$ cat config.mk
export PLATFORM = sky130hd
export DESIGN_NAME = tcp_session_flow_meter
export DESIGN_NICKNAME = d
export VERILOG_FILES = /design/src/rtl/tsfm_pkg.sv /design/src/rtl/tcp_session_flow_meter.sv /design/src/rtl/tsfm_front.sv /design/src/rtl/tsfm_queue.sv /design/src/rtl/tsfm_back.sv
export SDC_FILE = /design/constraint.sdc
export NUM_CORES = 2
export LEC_CHECK = 0
export ABC_AREA = 1
export BUFFER_PORTS_ARGS = -buffer_cell sky130_fd_sc_hd__buf_2
export CAP_MARGIN = 40
export CELL_PAD_IN_SITES_DETAIL_PLACEMENT = 0
export CELL_PAD_IN_SITES_GLOBAL_PLACEMENT = 2
export CORE_MARGIN = 2
export CORE_UTILIZATION = 43
export DETAILED_ROUTE_END_ITERATION = 16
export PLACE_DENSITY_LB_ADDON = 0.1
export REMOVE_ABC_BUFFERS = 1
export SLEW_MARGIN = 15
export SYNTH_ARGS = -nofsm -noshare
export SYNTH_HDL_FRONTEND = slang
export SYNTH_SLANG_ARGS = --single-unit
$ cat constraint.sdc
create_clock -name clk -period 32 [get_ports clk]
set_clock_uncertainty 0.05 [all_clocks]
set_input_delay 8 -clock clk [delete_from_list [all_inputs] [get_ports clk]]
set_output_delay 8 -clock clk [all_outputs]
set_load 0.01 [all_outputs]
$ cat src/rtl/tsfm_pkg.sv
// Shared types and constants for the TCP session flow meter.
package tsfm_pkg;

	// Header and protocol constants
	localparam logic [7:0]  ProtoTcp    = 8'd6;
	localparam int          FlagSynBit  = 1;
	localparam int          FlagFinBit  = 0;
	localparam logic [7:0]  EthHdrBytes = 8'd14;

	// Configuration register map
	localparam int          CfgIdxW = 3;
	localparam logic [CfgIdxW-1:0] RegSrcA = 3'd0;
	localparam logic [CfgIdxW-1:0] RegSrcB = 3'd1;
	localparam logic [CfgIdxW-1:0] RegSrcC = 3'd2;
	localparam logic [CfgIdxW-1:0] RegSrcD = 3'd3;
	localparam logic [CfgIdxW-1:0] RegDst  = 3'd4;

	localparam logic [31:0] RstSrcA = 32'd178835306;
	localparam logic [31:0] RstSrcB = 32'd178835307;
	localparam logic [31:0] RstSrcC = 32'd178835308;
	localparam logic [31:0] RstSrcD = 32'd178835309;
	localparam logic [31:0] RstDst  = 32'd3221963972;

	// Queue between classifier and session engine
	localparam int QDepth = 4;
	localparam int QPtrW  = $clog2(QDepth);
	localparam int QCntW  = $clog2(QDepth + 1);

	// Stream widths
	localparam int InDataW  = 208;
	localparam int OutDataW = 336;

	// Classified packet, as handed from front to back
	typedef struct packed {
		logic [55:0] ts;
		logic [15:0] ip_len;
		logic [15:0] payload;
		logic [31:0] src;
		logic [31:0] dst;
		logic [15:0] sport;
		logic [15:0] dport;
		logic        syn;
		logic        fin;
	} tsfm_entry_t;

	// Closed session record
	typedef struct packed {
		logic [55:0] close_us;
		logic [55:0] open_us;
		logic [31:0] payload_bytes;
		logic [31:0] ip_bytes;
		logic [31:0] packets;
		logic [15:0] dport;
		logic [15:0] sport;
		logic [31:0] dst;
		logic [31:0] src;
		logic [31:0] number;
	} tsfm_record_t;

endpackage

$ cat src/rtl/tcp_session_flow_meter.sv
// Top level: classifies parsed TCP headers and reports each closed session.
// A closing FIN beat goes into the queue, then is popped into the record register.
// Throughput: one header beat per cycle; the session engine stalls only while a record
// waits on m_axis_tready, and s_axis_tready drops once the four-entry queue is full.
// Reset (arst_n low, asynchronous): queue empty, no session open, session number zero,
// allowed addresses back to their default values.
module tcp_session_flow_meter import tsfm_pkg::*; (
	input  logic                clk,
	input  logic                arst_n,
	// Configuration write channel
	input  logic                cfg_valid,
	output logic                cfg_ready,
	input  logic [CfgIdxW-1:0]  cfg_index,
	input  logic [31:0]         cfg_data,
	// Header beats in
	input  logic                s_axis_tvalid,
	output logic                s_axis_tready,
	// timestamp_us, captured frame length, ip_header_words, ip_total_length, protocol,
	// source_address, destination_address, TCP source port, TCP destination port,
	// tcp_header_words, tcp_flags
	input  logic [InDataW-1:0]  s_axis_tdata,
	// is_ipv4
	input  logic                s_axis_tuser,
	// Session records out
	output logic                m_axis_tvalid,
	input  logic                m_axis_tready,
	// session_number, session_source, session_destination, session source port,
	// session destination port, packet_total, ip_byte_total, payload_byte_total,
	// opening time in us, closing time in us
	output logic [OutDataW-1:0] m_axis_tdata
);

	logic         q_full, q_avail, push, pop;
	tsfm_entry_t  push_entry, pop_entry;
	tsfm_record_t rec;

	assign s_axis_tready = !q_full;

	tsfm_front u_front (
		.clk       (clk),
		.arst_n    (arst_n),
		.cfg_valid (cfg_valid),
		.cfg_ready (cfg_ready),
		.cfg_index (cfg_index),
		.cfg_data  (cfg_data),
		.in_beat   (s_axis_tvalid && s_axis_tready),
		.is_ipv4   (s_axis_tuser),
		.in_data   (s_axis_tdata),
		.push      (push),
		.entry     (push_entry)
	);

	tsfm_queue u_queue (
		.clk        (clk),
		.arst_n     (arst_n),
		.push       (push),
		.push_entry (push_entry),
		.full       (q_full),
		.pop        (pop),
		.avail      (q_avail),
		.pop_entry  (pop_entry)
	);

	tsfm_back u_back (
		.clk       (clk),
		.arst_n    (arst_n),
		.avail     (q_avail),
		.entry     (pop_entry),
		.pop       (pop),
		.rec_valid (m_axis_tvalid),
		.rec_ready (m_axis_tready),
		.rec       (rec)
	);

	// Pack the record, first field lowest
	assign m_axis_tdata = {rec.close_us, rec.open_us, rec.payload_bytes, rec.ip_bytes,
	                       rec.packets, rec.dport, rec.sport, rec.dst, rec.src, rec.number};

endmodule

$ cat src/rtl/tsfm_front.sv
// Front end: configuration registers, packet filter and payload length.
module tsfm_front import tsfm_pkg::*; (
	input  logic                clk,
	input  logic                arst_n,
	input  logic                cfg_valid,
	output logic                cfg_ready,
	input  logic [CfgIdxW-1:0]  cfg_index,
	input  logic [31:0]         cfg_data,
	input  logic                in_beat,
	input  logic                is_ipv4,
	input  logic [InDataW-1:0]  in_data,
	output logic                push,
	output tsfm_entry_t         entry
);

	logic [31:0] src_a_q, src_b_q, src_c_q, src_d_q, dst_q;
	logic [15:0] cap_len;
	logic [3:0]  ihl, thl;
	logic [7:0]  proto, flags;
	logic [31:0] src, dst;
	logic [7:0]  hdr_len;
	logic [16:0] diff;
	logic        src_ok, keep;

	assign cfg_ready = 1'b1;

	// Configuration registers
	always_ff @(posedge clk or negedge arst_n) begin
		if (!arst_n) begin
			src_a_q <= RstSrcA;
			src_b_q <= RstSrcB;
			src_c_q <= RstSrcC;
			src_d_q <= RstSrcD;
			dst_q   <= RstDst;
		end else if (cfg_valid) begin
			case (cfg_index)
				RegSrcA: src_a_q <= cfg_data;
				RegSrcB: src_b_q <= cfg_data;
				RegSrcC: src_c_q <= cfg_data;
				RegSrcD: src_d_q <= cfg_data;
				RegDst:  dst_q   <= cfg_data;
				default: ;
			endcase
		end
	end

	// Field extraction
	assign cap_len = in_data[71:56];
	assign ihl     = in_data[75:72];
	assign proto   = in_data[99:92];
	assign src     = in_data[131:100];
	assign dst     = in_data[163:132];
	assign thl     = in_data[199:196];
	assign flags   = in_data[207:200];

	// Filter: IPv4, TCP, allowed sender and receiver
	assign src_ok = (src == src_a_q) || (src == src_b_q) ||
	                (src == src_c_q) || (src == src_d_q);
	assign keep   = is_ipv4 && (proto == ProtoTcp) && src_ok && (dst == dst_q);
	assign push   = in_beat && keep;

	// Payload length, clamped at zero
	assign hdr_len = EthHdrBytes + {2'b00, ihl, 2'b00} + {2'b00, thl, 2'b00};
	assign diff    = {1'b0, cap_len} - {9'd0, hdr_len};

	always_comb begin
		entry.ts      = in_data[55:0];
		entry.ip_len  = in_data[91:76];
		entry.payload = diff[16] ? 16'd0 : diff[15:0];
		entry.src     = src;
		entry.dst     = dst;
		entry.sport   = in_data[179:164];
		entry.dport   = in_data[195:180];
		entry.syn     = flags[FlagSynBit];
		entry.fin     = flags[FlagFinBit];
	end

endmodule

$ cat src/rtl/tsfm_queue.sv
// Short queue of classified packets between front and back.
module tsfm_queue import tsfm_pkg::*; (
	input  logic        clk,
	input  logic        arst_n,
	input  logic        push,
	input  tsfm_entry_t push_entry,
	output logic        full,
	input  logic        pop,
	output logic        avail,
	output tsfm_entry_t pop_entry
);

	tsfm_entry_t      slot_q [QDepth];
	logic [QPtrW-1:0] wr_ptr_q, rd_ptr_q;
	logic [QCntW-1:0] count_q;

	assign full      = (count_q == QCntW'(QDepth));
	assign avail     = (count_q != '0);
	assign pop_entry = slot_q[rd_ptr_q];

	// Entry storage
	always_ff @(posedge clk) begin
		if (push) begin
			slot_q[wr_ptr_q] <= push_entry;
		end
	end

	// Pointers and fill count
	always_ff @(posedge clk or negedge arst_n) begin
		if (!arst_n) begin
			wr_ptr_q <= '0;
			rd_ptr_q <= '0;
			count_q  <= '0;
		end else begin
			if (push) begin
				wr_ptr_q <= wr_ptr_q + 1'b1;
			end
			if (pop) begin
				rd_ptr_q <= rd_ptr_q + 1'b1;
			end
			if (push && !pop) begin
				count_q <= count_q + 1'b1;
			end else if (pop && !push) begin
				count_q <= count_q - 1'b1;
			end
		end
	end

`ifndef SYNTHESIS
	a_no_overflow: assert property (@(posedge clk) disable iff (!arst_n)
		!(push && full)) else $error("queue written while full");
	a_no_underflow: assert property (@(posedge clk) disable iff (!arst_n)
		!(pop && !avail)) else $error("queue read while empty");
	a_count_range: assert property (@(posedge clk) disable iff (!arst_n)
		count_q <= QCntW'(QDepth)) else $error("queue count out of range");
`endif

endmodule

$ cat src/rtl/tsfm_back.sv
// Back end: session state, counters and the record output register.
module tsfm_back import tsfm_pkg::*; (
	input  logic         clk,
	input  logic         arst_n,
	input  logic         avail,
	input  tsfm_entry_t  entry,
	output logic         pop,
	output logic         rec_valid,
	input  logic         rec_ready,
	output tsfm_record_t rec
);

	logic        open_q;
	logic [31:0] sess_cnt_q;
	logic [31:0] ksrc_q, kdst_q;
	logic [15:0] ksport_q, kdport_q;
	logic [55:0] kstart_q;
	logic [31:0] pkt_q, ipb_q, payb_q;
	logic        out_valid_q;
	tsfm_record_t out_q;

	logic        opening, open_now, match, close;
	logic [31:0] sess_n, ksrc_n, kdst_n;
	logic [15:0] ksport_n, kdport_n;
	logic [55:0] kstart_n;
	logic [31:0] pkt_n, ipb_n, payb_n;

	assign pop       = avail && (!out_valid_q || rec_ready);
	assign rec_valid = out_valid_q;
	assign rec       = out_q;

	// Next session state for the packet at the head of the queue
	always_comb begin
		opening  = entry.syn && !open_q;
		open_now = open_q || entry.syn;
		sess_n   = opening ? sess_cnt_q + 32'd1 : sess_cnt_q;
		ksrc_n   = opening ? entry.src   : ksrc_q;
		kdst_n   = opening ? entry.dst   : kdst_q;
		ksport_n = opening ? entry.sport : ksport_q;
		kdport_n = opening ? entry.dport : kdport_q;
		kstart_n = opening ? entry.ts    : kstart_q;
		match    = open_now && (entry.src == ksrc_n) && (entry.dst == kdst_n);
		pkt_n    = match ? pkt_q + 32'd1 : pkt_q;
		ipb_n    = match ? ipb_q + {16'd0, entry.ip_len} : ipb_q;
		payb_n   = match ? payb_q + {16'd0, entry.payload} : payb_q;
		close    = open_now && entry.fin;
	end

	// Session control and counters
	always_ff @(posedge clk or negedge arst_n) begin
		if (!arst_n) begin
			open_q      <= 1'b0;
			sess_cnt_q  <= '0;
			pkt_q       <= '0;
			ipb_q       <= '0;
			payb_q      <= '0;
			out_valid_q <= 1'b0;
		end else begin
			if (pop) begin
				sess_cnt_q <= sess_n;
				if (close) begin
					open_q <= 1'b0;
					pkt_q  <= '0;
					ipb_q  <= '0;
					payb_q <= '0;
				end else begin
					open_q <= open_now;
					pkt_q  <= pkt_n;
					ipb_q  <= ipb_n;
					payb_q <= payb_n;
				end
			end
			if (pop && close) begin
				out_valid_q <= 1'b1;
			end else if (rec_ready) begin
				out_valid_q <= 1'b0;
			end
		end
	end

	// Recorded session fields and the outgoing record
	always_ff @(posedge clk) begin
		if (pop) begin
			ksrc_q   <= ksrc_n;
			kdst_q   <= kdst_n;
			ksport_q <= ksport_n;
			kdport_q <= kdport_n;
			kstart_q <= kstart_n;
		end
		if (pop && close) begin
			out_q.number        <= sess_n;
			out_q.src           <= ksrc_n;
			out_q.dst           <= kdst_n;
			out_q.sport         <= ksport_n;
			out_q.dport         <= kdport_n;
			out_q.packets       <= pkt_n;
			out_q.ip_bytes      <= ipb_n;
			out_q.payload_bytes <= payb_n;
			out_q.open_us       <= kstart_n;
			out_q.close_us      <= entry.ts;
		end
	end

`ifndef SYNTHESIS
	a_close_idles: assert property (@(posedge clk) disable iff (!arst_n)
		(pop && close) |=> !open_q) else $error("session still open after close");
	a_open_counts: assert property (@(posedge clk) disable iff (!arst_n)
		$rose(open_q) |-> sess_cnt_q == $past(sess_cnt_q) + 32'd1)
		else $error("session number not advanced on open");
	a_hold_record: assert property (@(posedge clk) disable iff (!arst_n)
		(out_valid_q && !rec_ready) |-> !pop) else $error("record overwritten");
	a_idle_empty: assert property (@(posedge clk) disable iff (!arst_n)
		!open_q |-> (pkt_q == '0)) else $error("counter not cleared while idle");
`endif

endmodule
# == Word-level counts from Yosys, hierarchy flattened ==
# Memory sizes are Yosys's and may differ from the RTL's.
# Cells that the tools add are included.
# Widths: inputs -> output; s select.
# op_classes
n_div,0
bitwise_logic,0
n_lt_le_gt_ge,0
n_mul,0
n_eq_ne,13
addsub,11
n_mux,20
n_shift,0
reduce_logical,32
# ops
operator,count
$mux 32,9
$eq 32x32->1,7
$add 32x1->32 const B,2
$add 32x16->32,2
$mux 56,1
$mux 16,3
$sub 16x8->17,1
$logic_and 1x1->1,13
$reduce_and 2->1,5
$add 8x6->8,1
$eq 8x3->1 const B,1
$add 4x6->7 const A,1
$eq 3x2->1 const B,2
$eq 3x3->1 const B,2
$mux 3,2
$logic_not 1->1,5
$logic_or 1x1->1,5
$mux 1,5
$add 2x1->2 const B,2
$reduce_bool 2->1,2
$add 3x1->3 const B,1
$eq 3x1->1 const B,1
$logic_not 3->1,1
$reduce_bool 3->1,1
$sub 3x1->3 const B,1
# word_totals
latchBits,0
reg_bits,785
ram_bits,744
n_memories,1
romBits,0
in_bits,249
# memory_table
memory,words,word_bits,read_ports,rd_ports_with_merged_regs,wr,line,rtl
u_queue.slot_q,4,186,1,0,1,tsfm_queue.sv:13,tsfm_entry_t slot_q [QDepth];

# == Logic depth before layout (Yosys ltp) ==
# logic_depth
depth_word,11
mapped_depth,29

# == By module ==
# A second synthesis with hierarchy kept.
# hier_totals
hier_cells,6863
hier_area_um2,70356.2
# modules_own_cells
mod,n_inst,cells_per_inst,seq_area_each_um2,area_each_um2
tsfm_queue,1,2219,22516.6,30189.0
tsfm_back,1,3329,17907.2,29997.5
tsfm_front,1,1312,4093.9,10156.0
tcp_session_flow_meter,1,3,0.0,13.8

# == Worst setup path before layout ==
# OpenSTA, ideal clock, no wires.
# synth_path
kind,in2reg
from,input port m_axis_tready
to,"register u_back.out_q, in the netlist u_back.rec[0] (enable)"
n_path_buf,2
arrival_time_ns,22.750
slack_ns,8.160
stages,6
cell_sequence,nor2_1 a31oi_1 inv_1 clkbuf_1 clkbuf_1 nor2_1
# synth_via
elab_chain_len,3
# synth_rtl
element,line,rtl
start: declaration,tcp_session_flow_meter.sv:26,"input logic m_axis_tready,"
$logic_or 1x1->1,tsfm_back.sv:28,assign pop = avail && (!out_valid_q || rec_ready);
$logic_and 1x1->1,tsfm_back.sv:28,
$logic_and 1x1->1,tsfm_back.sv:90,if (pop && close) begin
end: declaration,tsfm_back.sv:20,tsfm_record_t out_q;
# Every way passes these cells.
# A chain may end at the register's enable or synchronous reset.

# == Final worst setup path ==
# layout_path
from,input port s_axis_tdata[140]
to,memory u_queue.slot_q[3][18] (netlist name) (enable)
# layout_via
elab_chain_len,5
# layout_rtl
element,line,rtl
start: declaration,tcp_session_flow_meter.sv:21,"input logic [InDataW-1:0] s_axis_tdata,"
$eq 32x32->1,tsfm_front.sv:59,assign keep = is_ipv4 && (proto == ProtoTcp) && src_ok && (dst == dst_q);
$logic_and 1x1->1,tsfm_front.sv:59,
$logic_and 1x1->1,tsfm_front.sv:60,assign push = in_beat && keep;
$mux 1,tsfm_queue.sv:23,if (push) begin
$mux 1 (not written as such),tsfm_queue.sv:24,slot_q[wr_ptr_q] <= push_entry;
end: declaration,tsfm_queue.sv:13,
# Every way passes these cells.

==> out/metrics.cfg <==
[outcome]
status=complete, no violations

[power_and_ir_drop]
pwr-share-comb_pct=31.3
leakage_nw=30.88
p_clk_share_pct=26.9
power_switching_mw=2.545
vdd_ir_drop_max_uv=97.25
seqPwrFrac_pct=41.9
p_total_mw=7.051
p_sw_share_pct=36.10
powerDensity_mw_per_mm2=92.39
intPower_mw=4.505

[worst_setup_path]
path_cells=buf_2 -> inv_1 -> o22ai_1 -> nor2_1 -> nand4_1 -> nor4_1 -> nand4_1 -> nor2_1 -> nand2_1 -> nor2_4 -> buf_4 -> buf_4 -> buf_16 -> buf_4 -> buf_16
timing.critical_path.from=s_axis_tdata[140]
critPathCapture=u_queue.slot_q[3][18]
crit_top_cell=buf_4
r2r_start=u_queue.rd_ptr_q[0]
critPathSlowestCell=buf_4
ff2ff_path_depth=20
r2r-end=u_back.rec[198]
slowest_delay_ns=0.45
worstPathArrival_ns=11.91
end_kind=flop
required_ns=32.41
path_max_fanout=43
start_kind=input pin
r2r_slack_ns=25.71
critPathKind=input pin to flop

[detailed_routing]
wl_per_cell_um=20.76
dr_wl_met2_mm=82.15
routed_wl_mm=180.1
wl_met3_mm=11.11
ant_nets=0
drc_errors=0
via_per_inst=5.077
wl_met1_mm=82.81
maxUsedRoutingLayer=met5
first_iter_violations=3475
num_vias=44040
firstDrtPassIters=6

[global_route]
grt_overflow=0
antenna_found_initial=42
grt_usage_pct=23.00
grt_pass1_wl_mm=270.0
grt_pass1_vias=42370
grt_max_degree=163

[floorplan]
die-area_mm2=0.1550
rows=143
die_h_um=393.7
die_w_um=393.7
io_pins=588
start_util_pct=43.15
core_mm2=0.1514

[clock_network]
tritoncts=done
cts_buffers=166
cts_resized=0
holdBufCountCts=0
clockBufferDepth=3
path_clk_slew_ns=0.06
post-cts-setup-buffers=0
insertion_delay_ns=0.80
cts_num_sinks=1529
clockRootBuffer=clkbuf_16
htree_num_levels=4

[synth]
syn-cell-area_mm2=0.06531
synth_top_area_cell=edfxtp_1
ys_seq_area_share_pct=68.16
synthAdderAreaFrac_pct=1.111
syn-mean-instance-area_um2=11.00
synthCells=5935
muxShareOfSynthArea_pct=0
synth_edf_count=1232
ys_types=47
synth_warnings=0
ys_top_cells_by_area=edfxtp_1 (57%), nand2_1 (9.6%), dfrtp_1 (8.6%)
synth_compound_area_share_pct=6.241
synthSimpleGateAreaFrac_pct=17.41
ys_ff_latch=1529
synth_xor_xnor_area_share_pct=3.272
synth_top_family_by_area=simple AND/OR/NAND/NOR gates
synth_top_area_share_pct=56.64
ys.flop_type=edfxtp_1
async_reset_ff_share_pct=19.42

[layout]
largest_register=u_queue.slot_q
finalNonFillerCells=8675
drive_gt1_share_pct=15.14
n_fill_cell=13790
multi_input_area_mm2=0.01842
area_growth_pct=16.84
layout.nets=6793
seq_area_mm2=0.04453
largest_reg_flops=744
layout_common_cells=nand2_1 (1666), edfxtp_1 (1232), buf_2 (579)
utilization_pct=50.42
layout_commonest_cell=nand2_1

[sta]
setup_violations=0
finalSetupTns_ns=0
worst_pin_slew_ns=1.200
period_needed_ns=11.49
setup_slack_ns=20.51
slew_headroom_pct=19.98
slew_viol_final=0
hold_violations=0
max_freq_mhz=87.01
period_share_pct=35.92
rsz0062_at_grt=no

[place]
portBuffers=580
place_congestion=0.8391
place_ws_ns=19.62
post-place-cells=8344
hpwl_mm=115.9

[worst_hold_path]
hold_class=flop to flop

[run]
drv_cap=0

## synth_stat cells (2+ instances only)
cell      number
nand3_2        3
a21oi_1       57
xor2_1       173
inv_1        353
buf_1         13
a21o_1         2
nor4_1        33
and2_1        45
nor2_1       432
a211oi_1       2
xnor2_1       71
o21ai_1        3
dfrtp_1      225
a31oi_1        5
nor3b_1        3
nand2_1     1667
inv_2          3
a21boi_0       6
buf_6          5
ha_1          50
buf_2         67
fa_1           5
o211ai_1       5
nand3_1      338
buf_4          7
a32oi_1        2
or2_2          8
o22ai_1      129
dfstp_2       72
nor3_1        63
edfxtp_1    1232
and3_1         2
nand3b_1      75
o21ai_0      548
nor2_4         3
a22o_1         2
clkbuf_1     173
o21a_1         2
nand4_1       43
## cell families after synthesis
family,Yosys count
buf+inv,621
fa+ha+maj,55
flops,1529
xor+xnor,244
compound gates,767
simple gates,2718
other cells,1
## stage by stage
step	hold slack, ns	area, um2
4_1_cts	0.4402	76090
3_3_place_gp	0.4153	70190
5_1_grt	0.4616	76280
3_5_place_dp	0.4241	70640
2_1_floorplan	0.3990	64170
6_report	0.4363	76310
## layout make-up
| class | instances | share of cell area [%] |
|---|---|---|
| clock inverter | 102 | 1.362 |
| inverter | 356 | 1.771 |
| antenna | 18 | 0.05902 |
| multi-input combinational | 3785 | 24.14 |
| clock buffer | 204 | 5.776 |
| timing repair buffer | 651 | 5.220 |
| sequential | 1529 | 58.35 |
| tap | 2030 | 3.328 |
## power by group through the flow
| stage | sequential [mW] | combinational (mW) | clock, mW |
|---|---|---|---|
| floorplan | 3.30 | 1.16 | 0 |
| global placement | 3.00 | 2.14 | 0 |
| detailed placement | 2.99 | 2.21 | 0 |
| CTS | 2.96 | 2.22 | 1.94 |
| global route | 2.99 | 2.46 | 2.02 |
| finish | 2.95 | 2.20 | 1.89 |
## routing by layer
metal,GRT usage (%),vias to the layer above
li1,-,21460
met1,32.91,21230
met5,0,-
met4,5.993,22
met3,4.630,256
met2,35.87,1080
## critical path, delay by kind of cell
family | cells | cell delay, ns
simple gates | 7 | 1.56
compound gates | 1 | 0.12
buf+inv | 7 | 2.09
## worst min path at each step
stage,cells past startpoint,endpoint,slack (ns),from
final,2,u_front.dst_q[5],0.44,u_front.dst_q[5]
after global routing,2,u_front.dst_q[5],0.46,u_front.dst_q[5]
after CTS,2,u_back.sess_cnt_q[29],0.44,u_back.sess_cnt_q[29]
after detailed placement,2,u_back.sess_cnt_q[29],0.42,u_back.sess_cnt_q[29]
after global placement,2,u_back.sess_cnt_q[29],0.42,u_back.sess_cnt_q[29]
after floorplan,2,u_back.sess_cnt_q[29],0.40,u_back.sess_cnt_q[29]
Power figures use the tool's default switching activity.
